`src/rtl/core/checked_number_coercion_core_defines.svh`:
```
// Assertion macros for the checked number coercion core.
`ifndef CHECKED_NUMBER_COERCION_CORE_DEFINES_SVH
`define CHECKED_NUMBER_COERCION_CORE_DEFINES_SVH
`ifndef NO_ASSERTIONS
`define NCC_ASSERT(name, prop) \
  name: assert property (@(posedge clk_i) disable iff (!rst_ni) prop) \
    else $error("ncc assertion failed");
`define NCC_ASSERT_ANY(name, prop) \
  name: assert property (@(posedge clk_i) prop) \
    else $error("ncc assertion failed");
`else
`define NCC_ASSERT(name, prop)
`define NCC_ASSERT_ANY(name, prop)
`endif
`endif

```
`src/rtl/core/ncc_pkg.sv`:
```
`default_nettype none
package ncc_pkg;

  typedef enum logic [3:0] {
    TY_S16       = 4'd0,
    TY_U16       = 4'd1,
    TY_S32       = 4'd2,
    TY_U32       = 4'd3,
    TY_S64       = 4'd4,
    TY_U64       = 4'd5,
    TY_F32       = 4'd6,
    TY_F64       = 4'd7,
    TY_BOOL      = 4'd8,
    TY_TRUE      = 4'd9,
    TY_FALSE     = 4'd10,
    TY_CODE_TYPE = 4'd11,
    TY_CODE_ENUM = 4'd12,
    TY_CODE_KEYW = 4'd13,
    TY_OTHER     = 4'd14,
    TY_WILD      = 4'd15
  } ty_e;

  typedef struct packed {
    logic [3:0]  from_type;
    logic [3:0]  to_type;
    logic [63:0] raw_value;
    logic [3:0]  byte_count;
  } req_t;

  typedef struct packed {
    logic [3:0]  result_type;
    logic [63:0] result_value;
    logic [3:0]  result_bytes;
    logic        status;
  } rsp_t;

  typedef struct packed {
    logic        pass;
    logic        code_ok;
    logic        read_ok;
    logic        is_flt;
    req_t        req;
    logic [64:0] ival;
    logic [63:0] dbits;
  } dec_t;

  typedef struct packed {
    logic        pass;
    logic        code_ok;
    logic        read_ok;
    logic        is_flt;
    req_t        req;
    logic [64:0] ival;
    logic [63:0] imag;
    logic [5:0]  ilz;
    logic [63:0] dbits;
    logic [63:0] fmag;
    logic        fint_ok;
  } mid_t;

  typedef struct packed {
    logic        pass;
    logic        code_ok;
    logic        read_ok;
    req_t        req;
    logic [64:0] ival;
    logic        int_ok;
    logic [63:0] dnum;
  } num_t;

  localparam logic [62:0] F32_MAX_MAG = 63'h47EF_FFFF_E000_0000;

  function automatic logic [5:0] lzc64(input logic [63:0] v);
    logic [5:0] n;
    n = '0;
    for (int i = 0; i < 64; i++) begin
      if (v[i]) n = 6'(63 - i);
    end
    return n;
  endfunction

  function automatic logic [4:0] lzc23(input logic [22:0] v);
    logic [4:0] n;
    n = '0;
    for (int i = 0; i < 23; i++) begin
      if (v[i]) n = 5'(22 - i);
    end
    return n;
  endfunction

endpackage
`default_nettype wire

```
`src/rtl/core/ncc_decode.sv`:
```
`default_nettype none
module ncc_decode import ncc_pkg::*; (
  input  wire  clk_i,
  input  wire  rst_ni,
  input  wire  in_valid_i,
  output logic in_ready_o,
  input  req_t in_req_i,
  output logic dn_valid_o,
  input  wire  dn_ready_i,
  output dec_t dn_o
);

  dec_t        d_d, d_q;
  logic        v_q, en;
  logic        fs;
  logic [7:0]  fe;
  logic [22:0] fm, wsh;
  logic [4:0]  wlz;
  logic [10:0] wexp;
  logic [63:0] raw;
  logic [3:0]  cnt;
  ty_e         from_t, to_t;

  assign raw    = in_req_i.raw_value;
  assign cnt    = in_req_i.byte_count;
  assign from_t = ty_e'(in_req_i.from_type);
  assign to_t   = ty_e'(in_req_i.to_type);
  assign fs     = raw[31];
  assign fe     = raw[30:23];
  assign fm     = raw[22:0];
  assign wlz    = lzc23(fm);
  assign wsh    = fm << (wlz + 5'd1);
  assign wexp   = 11'd896 - 11'(wlz);

  always_comb begin
    d_d         = '0;
    d_d.req     = in_req_i;
    d_d.pass    = (to_t == TY_WILD) || (to_t == from_t);
    d_d.code_ok = (from_t inside {[TY_CODE_TYPE:TY_CODE_KEYW]}) &&
                  (to_t inside {[TY_CODE_TYPE:TY_CODE_KEYW]}) && (cnt == 4'd4);
    case (from_t)
      TY_S16: begin
        d_d.read_ok = cnt == 4'd2;
        d_d.ival    = {{49{raw[15]}}, raw[15:0]};
      end
      TY_U16: begin
        d_d.read_ok = cnt == 4'd2;
        d_d.ival    = {49'b0, raw[15:0]};
      end
      TY_S32: begin
        d_d.read_ok = cnt == 4'd4;
        d_d.ival    = {{33{raw[31]}}, raw[31:0]};
      end
      TY_U32: begin
        d_d.read_ok = cnt == 4'd4;
        d_d.ival    = {33'b0, raw[31:0]};
      end
      TY_S64: begin
        d_d.read_ok = cnt == 4'd8;
        d_d.ival    = {raw[63], raw};
      end
      TY_U64: begin
        d_d.read_ok = cnt == 4'd8;
        d_d.ival    = {1'b0, raw};
      end
      TY_F32: begin
        d_d.read_ok = cnt == 4'd4;
        d_d.is_flt  = 1'b1;
        if (fe == 8'hFF) begin
          d_d.dbits = (fm != '0) ? {fs, 11'h7FF, 1'b1, fm[21:0], 29'b0}
                                 : {fs, 11'h7FF, 52'b0};
        end else if (fe != 8'h00) begin
          d_d.dbits = {fs, 11'(fe) + 11'd896, fm, 29'b0};
        end else if (fm == '0) begin
          d_d.dbits = {fs, 63'b0};
        end else begin
          d_d.dbits = {fs, wexp, wsh, 29'b0};
        end
      end
      TY_F64: begin
        d_d.read_ok = cnt == 4'd8;
        d_d.is_flt  = 1'b1;
        d_d.dbits   = raw;
      end
      TY_BOOL: begin
        d_d.read_ok = cnt == 4'd1;
        d_d.ival    = {57'b0, raw[7:0]};
      end
      TY_TRUE: begin
        d_d.read_ok = 1'b1;
        d_d.ival    = 65'd1;
      end
      TY_FALSE: begin
        d_d.read_ok = 1'b1;
      end
      default: begin
        d_d.read_ok = 1'b0;
      end
    endcase
  end

  assign en         = !v_q || dn_ready_i;
  assign in_ready_o = en;
  assign dn_valid_o = v_q;
  assign dn_o       = d_q;

  always_ff @(posedge clk_i or negedge rst_ni) begin
    if (!rst_ni) begin
      v_q <= 1'b0;
    end else if (en) begin
      v_q <= in_valid_i;
    end
  end

  always_ff @(posedge clk_i) begin
    if (en && in_valid_i) begin
      d_q <= d_d;
    end
  end

endmodule
`default_nettype wire

```
`src/rtl/core/ncc_numcvt.sv`:
```
`default_nettype none
module ncc_numcvt import ncc_pkg::*; (
  input  wire  clk_i,
  input  wire  rst_ni,
  input  wire  up_valid_i,
  output logic up_ready_o,
  input  dec_t up_i,
  output logic dn_valid_o,
  input  wire  dn_ready_i,
  output num_t dn_o
);

  mid_t         a_d, a_q;
  num_t         b_d, b_q;
  logic         va_q, vb_q, en_a, en_b;
  logic [64:0]  ineg;
  logic [10:0]  fe;
  logic [51:0]  fm;
  logic [5:0]   sh;
  logic [127:0] fext;
  logic         fzero;
  logic [63:0]  norm;
  logic [10:0]  iexp;
  logic         inc;
  logic [62:0]  ibody;
  logic [64:0]  fpos;
  logic [63:0]  dconv;

  assign ineg  = -up_i.ival;
  assign fe    = up_i.dbits[62:52];
  assign fm    = up_i.dbits[51:0];
  assign sh    = 6'(fe - 11'd1023);
  assign fext  = {1'b1, fm, 75'b0} >> (6'd63 - sh);
  assign fzero = (fe == '0) && (fm == '0);

  always_comb begin
    a_d         = '0;
    a_d.pass    = up_i.pass;
    a_d.code_ok = up_i.code_ok;
    a_d.read_ok = up_i.read_ok;
    a_d.is_flt  = up_i.is_flt;
    a_d.req     = up_i.req;
    a_d.ival    = up_i.ival;
    a_d.imag    = up_i.ival[64] ? ineg[63:0] : up_i.ival[63:0];
    a_d.ilz     = lzc64(a_d.imag);
    a_d.dbits   = up_i.dbits;
    a_d.fmag    = fzero ? 64'b0 : fext[127:64];
    a_d.fint_ok = fzero || ((fe >= 11'd1023) && (fe <= 11'd1086) && (fext[63:0] == '0));
  end

  assign norm  = a_q.imag << a_q.ilz;
  assign iexp  = 11'd1086 - 11'(a_q.ilz);
  assign inc   = norm[10] && ((norm[9:0] != '0) || norm[11]);
  assign ibody = {iexp, norm[62:11]} + 63'(inc);
  assign dconv = (a_q.imag == '0) ? 64'b0 : {a_q.ival[64], ibody};
  assign fpos  = {1'b0, a_q.fmag};

  always_comb begin
    b_d         = '0;
    b_d.pass    = a_q.pass;
    b_d.code_ok = a_q.code_ok;
    b_d.read_ok = a_q.read_ok;
    b_d.req     = a_q.req;
    if (a_q.is_flt) begin
      b_d.ival   = a_q.dbits[63] ? -fpos : fpos;
      b_d.int_ok = a_q.fint_ok;
      b_d.dnum   = a_q.dbits;
    end else begin
      b_d.ival   = a_q.ival;
      b_d.int_ok = 1'b1;
      b_d.dnum   = dconv;
    end
  end

  assign en_b       = !vb_q || dn_ready_i;
  assign en_a       = !va_q || en_b;
  assign up_ready_o = en_a;
  assign dn_valid_o = vb_q;
  assign dn_o       = b_q;

  always_ff @(posedge clk_i or negedge rst_ni) begin
    if (!rst_ni) begin
      va_q <= 1'b0;
      vb_q <= 1'b0;
    end else begin
      if (en_a) va_q <= up_valid_i;
      if (en_b) vb_q <= va_q;
    end
  end

  always_ff @(posedge clk_i) begin
    if (en_a && up_valid_i) a_q <= a_d;
    if (en_b && va_q) b_q <= b_d;
  end

endmodule
`default_nettype wire

```
`src/rtl/core/ncc_encode.sv`:
```
`default_nettype none
module ncc_encode import ncc_pkg::*; (
  input  wire  clk_i,
  input  wire  rst_ni,
  input  wire  up_valid_i,
  output logic up_ready_o,
  input  num_t up_i,
  output logic out_valid_o,
  input  wire  out_ready_i,
  output rsp_t out_rsp_o
);

  localparam logic signed [64:0] S16_LO = -65'sd32768;
  localparam logic signed [64:0] S16_HI = 65'sd32767;
  localparam logic signed [64:0] U16_HI = 65'sd65535;
  localparam logic signed [64:0] S32_LO = -65'sd2147483648;
  localparam logic signed [64:0] S32_HI = 65'sd2147483647;
  localparam logic signed [64:0] U32_HI = 65'sd4294967295;
  localparam logic signed [64:0] S64_LO = 65'sh1_8000_0000_0000_0000;
  localparam logic signed [64:0] S64_HI = 65'sh0_7FFF_FFFF_FFFF_FFFF;
  localparam logic signed [64:0] U64_HI = 65'sh0_FFFF_FFFF_FFFF_FFFF;
  localparam logic signed [64:0] ZERO   = 65'sd0;
  localparam logic signed [64:0] ONE    = 65'sd1;

  rsp_t                r_d, r_q;
  logic                v_q, en;
  logic                s, finite, big, inc, int_tgt, in_rng;
  logic [10:0]         e;
  logic [51:0]         m;
  logic [52:0]         sig;
  logic [5:0]          sh;
  logic [7:0]          fexp;
  logic [116:0]        ext;
  logic [30:0]         fbody;
  logic [31:0]         f32;
  logic signed [64:0]  lo, hi, iv;
  logic [63:0]         mask;
  logic [3:0]          nb;
  ty_e                 to_t;

  assign s      = up_i.dnum[63];
  assign e      = up_i.dnum[62:52];
  assign m      = up_i.dnum[51:0];
  assign finite = e != 11'h7FF;
  assign big    = finite && (up_i.dnum[62:0] > F32_MAX_MAG);
  assign sig    = {e != '0, m};

  always_comb begin
    if (e >= 11'd897) begin
      sh   = 6'd29;
      fexp = 8'(e - 11'd896);
    end else if (e < 11'd863) begin
      sh   = 6'd63;
      fexp = 8'd0;
    end else begin
      sh   = 6'(11'd926 - e);
      fexp = 8'd0;
    end
  end

  assign ext   = {sig, 64'b0} >> sh;
  assign inc   = ext[63] && ((ext[62:0] != '0) || ext[64]);
  assign fbody = {fexp, ext[86:64]} + 31'(inc);

  always_comb begin
    if (!finite) begin
      f32 = (m != '0) ? {s, 8'hFF, 1'b1, m[50:29]} : {s, 8'hFF, 23'b0};
    end else begin
      f32 = {s, fbody};
    end
  end

  assign to_t = ty_e'(up_i.req.to_type);
  assign iv   = $signed(up_i.ival);

  always_comb begin
    int_tgt = 1'b1;
    lo      = ZERO;
    hi      = ONE;
    nb      = 4'd1;
    mask    = 64'hFF;
    case (to_t)
      TY_S16: begin
        lo = S16_LO; hi = S16_HI; nb = 4'd2; mask = 64'hFFFF;
      end
      TY_U16: begin
        hi = U16_HI; nb = 4'd2; mask = 64'hFFFF;
      end
      TY_S32: begin
        lo = S32_LO; hi = S32_HI; nb = 4'd4; mask = 64'hFFFF_FFFF;
      end
      TY_U32: begin
        hi = U32_HI; nb = 4'd4; mask = 64'hFFFF_FFFF;
      end
      TY_S64: begin
        lo = S64_LO; hi = S64_HI; nb = 4'd8; mask = '1;
      end
      TY_U64: begin
        hi = U64_HI; nb = 4'd8; mask = '1;
      end
      TY_BOOL: begin
        int_tgt = 1'b1;
      end
      default: begin
        int_tgt = 1'b0;
      end
    endcase
  end

  assign in_rng = up_i.int_ok && (iv >= lo) && (iv <= hi);

  always_comb begin
    r_d        = '0;
    r_d.status = 1'b1;
    if (up_i.pass) begin
      r_d.result_type  = up_i.req.from_type;
      r_d.result_value = up_i.req.raw_value;
      r_d.result_bytes = up_i.req.byte_count;
      r_d.status       = 1'b0;
    end else if (up_i.read_ok) begin
      if (int_tgt) begin
        if (in_rng) begin
          r_d.result_type  = up_i.req.to_type;
          r_d.result_value = up_i.ival[63:0] & mask;
          r_d.result_bytes = nb;
          r_d.status       = 1'b0;
        end
      end else if (to_t == TY_F64) begin
        r_d.result_type  = up_i.req.to_type;
        r_d.result_value = up_i.dnum;
        r_d.result_bytes = 4'd8;
        r_d.status       = 1'b0;
      end else if ((to_t == TY_F32) && !big) begin
        r_d.result_type  = up_i.req.to_type;
        r_d.result_value = {32'b0, f32};
        r_d.result_bytes = 4'd4;
        r_d.status       = 1'b0;
      end
    end else if (up_i.code_ok) begin
      r_d.result_type  = up_i.req.to_type;
      r_d.result_value = {32'b0, up_i.req.raw_value[31:0]};
      r_d.result_bytes = 4'd4;
      r_d.status       = 1'b0;
    end
  end

  assign en          = !v_q || out_ready_i;
  assign up_ready_o  = en;
  assign out_valid_o = v_q;
  assign out_rsp_o   = r_q;

  always_ff @(posedge clk_i or negedge rst_ni) begin
    if (!rst_ni) begin
      v_q <= 1'b0;
    end else if (en) begin
      v_q <= up_valid_i;
    end
  end

  always_ff @(posedge clk_i) begin
    if (en && up_valid_i) begin
      r_q <= r_d;
    end
  end

endmodule
`default_nettype wire

```
`src/rtl/core/checked_number_coercion_core.sv`:
```
// Checked number coercion core.
// Input channel: in_valid_i / in_ready_o with one request in in_req_i (source
// type, target type, up to 8 little-endian data bytes, byte count).
// Output channel: out_valid_o / out_ready_i with one response in out_rsp_o
// (result type, result bytes, result byte count, status; 1 = coercion failed,
// all other fields zero).
// Every request produces exactly one response, in request order.
// A request passes through four register stages (decode, int/float unpack,
// normalize and round to float64, range check and float32 rounding) from
// accept to response valid. Each stage holds its own valid bit.
// Throughput: one request per cycle while out_ready_i is high.
// Stall: when out_ready_i is low the response holds; earlier stages keep
// filling bubbles, and in_ready_o drops only once all stages hold a request.
// Reset: asynchronous, active low, clears all valid bits; the pipeline is
// empty and ready right after reset. There is no configuration.
`default_nettype none
`include "checked_number_coercion_core_defines.svh"
module checked_number_coercion_core import ncc_pkg::*; (
  input  wire  clk_i,
  input  wire  rst_ni,
  input  wire  in_valid_i,
  output logic in_ready_o,
  input  req_t in_req_i,
  output logic out_valid_o,
  input  wire  out_ready_i,
  output rsp_t out_rsp_o
);

  dec_t dec;
  num_t num;
  logic dec_valid, dec_ready, num_valid, num_ready;

  ncc_decode u_decode (
    .clk_i      (clk_i),
    .rst_ni     (rst_ni),
    .in_valid_i (in_valid_i),
    .in_ready_o (in_ready_o),
    .in_req_i   (in_req_i),
    .dn_valid_o (dec_valid),
    .dn_ready_i (dec_ready),
    .dn_o       (dec)
  );

  ncc_numcvt u_numcvt (
    .clk_i      (clk_i),
    .rst_ni     (rst_ni),
    .up_valid_i (dec_valid),
    .up_ready_o (dec_ready),
    .up_i       (dec),
    .dn_valid_o (num_valid),
    .dn_ready_i (num_ready),
    .dn_o       (num)
  );

  ncc_encode u_encode (
    .clk_i       (clk_i),
    .rst_ni      (rst_ni),
    .up_valid_i  (num_valid),
    .up_ready_o  (num_ready),
    .up_i        (num),
    .out_valid_o (out_valid_o),
    .out_ready_i (out_ready_i),
    .out_rsp_o   (out_rsp_o)
  );

  `NCC_ASSERT(a_fail_zero, out_valid_o && out_rsp_o.status |-> out_rsp_o.result_type == 4'd0 && out_rsp_o.result_value == 64'd0 && out_rsp_o.result_bytes == 4'd0)
  `NCC_ASSERT(a_no_block, out_ready_i |-> in_ready_o)
  `NCC_ASSERT(a_drain, !out_valid_o && !num_valid |-> num_ready)
  `NCC_ASSERT_ANY(a_rst_idle, !rst_ni |=> !out_valid_o)

endmodule
`default_nettype wire
```
`config.mk`:
```
export PLATFORM = sky130hd
export DESIGN_NAME = checked_number_coercion_core
export DESIGN_NICKNAME = d
export VERILOG_FILES = /design/src/rtl/core/ncc_pkg.sv /design/src/rtl/core/ncc_decode.sv /design/src/rtl/core/ncc_numcvt.sv /design/src/rtl/core/ncc_encode.sv /design/src/rtl/core/checked_number_coercion_core.sv
export VERILOG_INCLUDE_DIRS = /design/src /design/src/rtl/core
export SDC_FILE = /design/constraint.sdc
export NUM_CORES = 2
export LEC_CHECK = 0
export BUFFER_PORTS_ARGS = -buffer_cell sky130_fd_sc_hd__buf_2
export CAP_MARGIN = 20
export CORE_ASPECT_RATIO = 1.25
export CORE_MARGIN = 1
export CORE_UTILIZATION = 50
export CTS_CLUSTER_DIAMETER = 50
export DETAILED_ROUTE_END_ITERATION = 8
export HOLD_SLACK_MARGIN = 0.02
export PLACE_DENSITY = 0.69
export SLEW_MARGIN = 20
export SYNTH_ARGS = -nofsm -noshare
export SYNTH_HDL_FRONTEND = slang
export SYNTH_SLANG_ARGS = --single-unit
```
`constraint.sdc`:
```
create_clock -name clk_i -period 9.8 [get_ports clk_i]
set_clock_uncertainty 0.15 [all_clocks]
set_input_delay 1.96 -clock clk_i [delete_from_list [all_inputs] [get_ports clk_i]]
set_output_delay 1.96 -clock clk_i [all_outputs]
set_load 0.02 [all_outputs]
```
=== Word-level counts from Yosys, hierarchy flattened ===
Index checks and enable logic that the tools add are counted.

* Shift-type cells: 4
* Div/mod/pow operators: 0
* Reductions and logical operators: 57
* Bitwise gates (word level): 1
* Multipliers: 0
* Equal/unequal tests: 26
* Add/subtract/negate cells: 12
* Mux-type cells: 115
* $lt $le $gt $ge: 11

{| class="wikitable"
|+ Operators by type and width
! operator !! number
|-
| case mux 65 bit (8 select lines) || 1
|-
| 2-to-1 mux 73 bit || 7
|-
| case mux 64 bit (6 select lines) || 1
|-
| 2-to-1 mux 6 bit || 34
|-
| 2-to-1 mux 5 bit || 39
|-
| case mux 65 bit (3 select lines) || 1
|-
| case mux 64 bit (3 select lines) || 1
|-
| 2-to-1 mux 63 bit || 3
|-
| 2-to-1 mux 130 bit || 1
|-
| zero test 64 bit || 2
|-
| 2-to-1 mux 64 bit || 2
|-
| case mux 64 bit (2 select lines) || 1
|-
| >> shifter 128 x 6 -> 128 bit || 1
|-
| >> shifter 117 x 6 -> 87 bit || 1
|-
| >= comparator 65 bit || 1
|-
| <= comparator 65 bit || 1
|-
| 2-to-1 mux 65 bit || 1
|-
| negation 64 -> 65 bit || 1
|-
| bitwise AND 64 bit || 1
|-
| negation 64 bit || 1
|-
| << shifter 64 x 6 -> 63 bit || 1
|-
| adder 63 x 1 -> 63 bit || 1
|-
| > comparator 63 bit (second input constant) || 1
|-
| nonzero test 63 bit || 1
|-
| other kinds (51) || 121
|}

* Memory bits (writable): 0
* Memories kept: 0
* Bits in latches: 0
* Logic and storage cells: 273
* Input bits: 80
* Bits in read-only memories: 0
* Bits in registers: 839
* Output and inout bits: 75

=== Logic depth before layout (Yosys ltp) ===
* Depth after elaboration: 65
* Depth in mapped cells: 23
* Gate-level depth less buffers: 18

=== Cells and area by module ===
Synthesis repeated with hierarchy kept, for this count alone.

* Cells, all modules: 5381
* Area total of the unflattened synthesis: 56440.4 µm²

{| class="wikitable"
|+ By module, submodules not included
! module !! seq. area each (µm²) !! times used !! cells an instance !! area each (µm²)
|-
| ncc_numcvt || 16625.9 || 1 || 2872 || 33046.7
|-
| ncc_encode || 2217.1 || 1 || 1759 || 13524.2
|-
| ncc_decode || 6301.0 || 1 || 750 || 9869.5
|}

=== Worst setup path after synthesis ===
OpenSTA, ideal clock, no wires.

* Path type: input -> register
* Start point: input out_ready_i
* End point: register u_numcvt.a_q[0] in the netlist's numbering, enable pin
* Library setup time: 0.748 ns
* Buffers on the path: 0
* Cell stages on the path: 3
* Data arrival time: 9.870 ns
* Path slack: -0.969 ns
* Data required time: 8.902 ns
* Path through: nor2b_1 nand3_1 and2_1

* Cells in the longest elaborated chain, start to end: 4

{| class="wikitable"
|+ Ends and longest elaborated chain
! element !! line !! text
|-
| from (decl) || checked_number_coercion_core.sv:25 || <nowiki>input wire out_ready_i,</nowiki>
|-
| logical OR 1 bit || ncc_encode.sv:147 || <nowiki>assign en = !v_q || out_ready_i;</nowiki>
|-
| logical OR 1 bit || ncc_numcvt.sv:75 || <nowiki>assign en_b = !vb_q || dn_ready_i;</nowiki>
|-
| logical OR 1 bit || ncc_numcvt.sv:76 || <nowiki>assign en_a = !va_q || en_b;</nowiki>
|-
| logical AND 1 bit || ncc_numcvt.sv:92 || <nowiki>if (en_a && up_valid_i) a_q <= a_d;</nowiki>
|-
| to (signal assigned) || ncc_numcvt.sv:92 ||
|-
| to (decl) || ncc_numcvt.sv:13 || <nowiki>mid_t a_d, a_q;</nowiki>
|}

No other way between the ends.
A chain may end at the register's enable or synchronous reset.

==> flow_summary.json <==
{
  "worstSkewPairLatency_ns": 0.74,
  "die_w_microns": 292,
  "synth_top_cell_by_area": "edfxtp_1",
  "finalSetupTns_ns": 0,
  "fin_crit_sh_pct": 81.7,
  "synth_area_sq_mm": 0.0527,
  "synth_common_cells": "834 x edfxtp_1, 555 x nand2_1, 423 x nor2_1",
  "avgSynthCellArea_sq_um": 10.5,
  "synth_cell_types": 85,
  "io_pins": 155,
  "hold_violations": 0,
  "clockPowerShare_pct": 30.0,
  "synth_edf_count": 834,
  "hold_buffers": 0,
  "maxSlewViolCount": 0,
  "drt-pass1-iter-count": 9,
  "first_global_vias": 41200,
  "wl_per_cell_microns": 34.6,
  "rsz0062_at_grt": "no",
  "postCtsSetupRepairBufs": 0,
  "via_per_inst": 6.93,
  "hpwl_mm": 172,
  "yosys_most_used_dff": "edfxtp_1",
  "grt_overflow": 0,
  "p_int_w": 0.00787,
  "area_growth_pct": 10.5,
  "p_sw_w": 0.00461,
  "yosysSeqAreaShare_pct": 47.7,
  "first_iter_violations": 6758,
  "via_count": 44800,
  "instances_no_fill": 6465,
  "cts_made_buffers": 95,
  "cts_num_sinks": 838,
  "path_max_fanout": 33,
  "place_inst": 6274,
  "path_class": "flop to flop",
  "cts_tree": "built",
  "wl_mm": 224,
  "layout-drive-gt1-share_pct": 13.2,
  "syn_inst": 5005,
  "hold-path-endpoint": "u_numcvt.dn_o[144]$_DFFE_PP_",
  "violations": "DRC",
  "pwr-share-comb_pct": 28.3,
  "clockRootBuffer": "clkbuf_16",
  "synth_nets": 5269,
  "cts.path.max_buffers": 3,
  "die_y_microns": 365,
  "worstHoldPathCells": 0,
  "ff2ff_setup_slack_ns": 1.80,
  "initial_core_util_pct": 50.6,
  "core_area_sq_mm": 0.104,
  "hold_class": "flop to flop",
  "final_nets": 5297,
  "max_slew_margin_pct": 22.5,
  "grt_start_max_net_pins": 188,
  "cts_resized": 0,
  "r2r_start": "u_numcvt.dn_o[52]$_DFFE_PP_",
  "worst_ep_required_time_ns": 10.06,
  "status": "complete, but fails checks",
  "grt_pass1_wl_mm": 311,
  "grt_antenna_before_repair": 26,
  "io_buffers": 154,
  "dieArea_sq_mm": 0.107,
  "synthTopCellsByArea": "edfxtp_1 48%, mux4_2 5.1%, ha_1 4.4%",
  "setup_ws_ns": 1.80,
  "worstSetupStartpointType": "flop",
  "gp_routability_congestion": 1.03,
  "peakVddDrop_v": 0.000179,
  "endpoint_kind": "flop",
  "r2r_end": "u_encode.out_rsp_o[5]$_DFFE_PP_",
  "yosys.cell_count.top_type": "edfxtp_1",
  "clkTransAtPathRegs_ns": 0.06,
  "synth.top_cell.area_share_pct": 47.5,
  "ant_nets": 0,
  "pre_cts_slack_ns": 2.18,
  "worstMarginPinSlew_ns": 1.16,
  "fmax_mhz": 125,
  "reg2regPathDepth": 13,
  "htreeDepth": 3,
  "pwr-share-seq_pct": 41.7,
  "period_minus_slack_ns": 8.00,
  "leakagePower_nw": 21.3,
  "fp-row-count": 132,
  "critPathArrivalTime_ns": 8.27,
  "power.density_mw_per_mm2": 214,
  "ys_ff_latch": 838,
  "drc": 23,
  "hp-start": "u_numcvt.a_q[278]$_DFFE_PP_",
  "grtUsageTotal_pct": 41.4,
  "cap_violations": 0,
  "switching_share_pct": 36.9,
  "yosys_warnings": 0,
  "setup_viol": 0,
  "synthArstFlopShare_pct": 0.477
}
==> metrics by stage <==
stage / hold slack, ns / total power [W] / util [%] / cell area (sq um)
after global routing: 0.270 / 0.0128 / 55.9 / 58200
after global placement: 0.251 / 0.00863 / 52.7 / 54800
final: 0.261 / 0.0125 / 56.0 / 58200
after detailed placement: 0.255 / 0.00864 / 52.7 / 54800
after CTS: 0.265 / 0.0124 / 55.9 / 58200
after floorplan: 0.250 / 0.00719 / - / 52700
==> final cells by class <==
cell class	instances	area, sq um
diodes	12	30.0
fillers	9004	45800
inverters	80	300
well taps	1340	1680
clock buffers	104	2410
clock inverters	73	935
flip-flops and latches	838	25100
multi-input cells	3775	26200
repair buffers	243	1500
==> registers in the layout, indices dropped and copies added (netlist names) <==
name,flops
u_numcvt.dn_valid_o,1
u_numcvt.a_q,343
u_decode.dn_o,209
u_numcvt.va_q,1
u_encode.out_valid_o,1
u_numcvt.dn_o,209
u_encode.out_rsp_o,73
u_decode.dn_valid_o,1
==> worst max path at each step <==
stage	cells after the start	start	to	slack [ns]
floorplan	3	out_ready_i	u_decode.dn_o[0]$_SDFFCE_PN0P_	1.98
global placement	16	u_numcvt.dn_o[52]$_DFFE_PP_	u_encode.out_rsp_o[27]$_DFFE_PP_	2.15
detailed placement	13	u_numcvt.dn_o[52]$_DFFE_PP_	u_encode.out_rsp_o[5]$_DFFE_PP_	2.18
CTS	13	u_numcvt.dn_o[52]$_DFFE_PP_	u_encode.out_rsp_o[5]$_DFFE_PP_	2.15
global route	13	u_numcvt.dn_o[52]$_DFFE_PP_	u_encode.out_rsp_o[5]$_DFFE_PP_	1.63
finish	13	u_numcvt.dn_o[52]$_DFFE_PP_	u_encode.out_rsp_o[5]$_DFFE_PP_	1.80
==> worst max-delay path: stages (launching register included) <==
cell and delay [ns]:
edfxtp_1 0.91, clkinv_1 0.54, ha_1 0.85, or2_2 0.68, nand2_1 0.74, a221o_1 0.57
o21a_1 0.19, mux4_2 0.56, nor2_1 0.13, a41oi_1 0.16, or4_1 0.62, or4b_2 0.62
a211oi_1 0.71, o221ai_1 0.20
==> cell usage in the layout, fill, tap and decap left out, types with 78 or more instances in the layout <==
master | netlist | final
ha_1 | 184 | 183
xnor2_1 | 98 | 93
nor4_1 | 85 | 82
a21o_1 | 90 | 90
nand2_1 | 555 | 554
mux2i_1 | 170 | 170
nand3_1 | 162 | 162
mux2_2 | 85 | 85
xor2_1 | 115 | 112
buf_4 | 0 | 84
mux4_2 | 120 | 120
nand4_1 | 78 | 78
buf_2 | 14 | 154
edfxtp_1 | 834 | 834
clkbuf_16 | 0 | 95
o21ai_0 | 317 | 317
nor3_1 | 100 | 98
a21oi_1 | 284 | 284
nor2_1 | 423 | 419
==> power by group through the flow <==
stage | Combinational [W] | Clock [W] | Sequential (W)
floorplan | 0.00226 | 0 | 0.00493
global placement | 0.00342 | 0 | 0.00522
detailed placement | 0.00342 | 0 | 0.00522
finish | 0.00353 | 0.00375 | 0.00521
global route | 0.00375 | 0.00389 | 0.00520
CTS | 0.00344 | 0.00376 | 0.00515
==> cell families after synthesis <==
kind of cell               synth area share [%]
and+or+nand+nor                            15.8
AOI/OAI and AO/OA                          15.6
DFF                                        47.7
buffers and inverters                      2.83
muxes                                      10.2
xor gates and xnor gates                   3.54
adders and majority gates                  4.37
==> metal layers <==
layer  vias to the layer above  track usage, %  wire length, microns
li1                      19300               -                     -
met1                     21900            51.5                 82200
met2                      2849            64.7                100000
met3                       717            9.23                 23200
met4                         8            28.3                 18200
met5                         -               0                    61
Note: power is estimated with default switching activity, not from simulation.
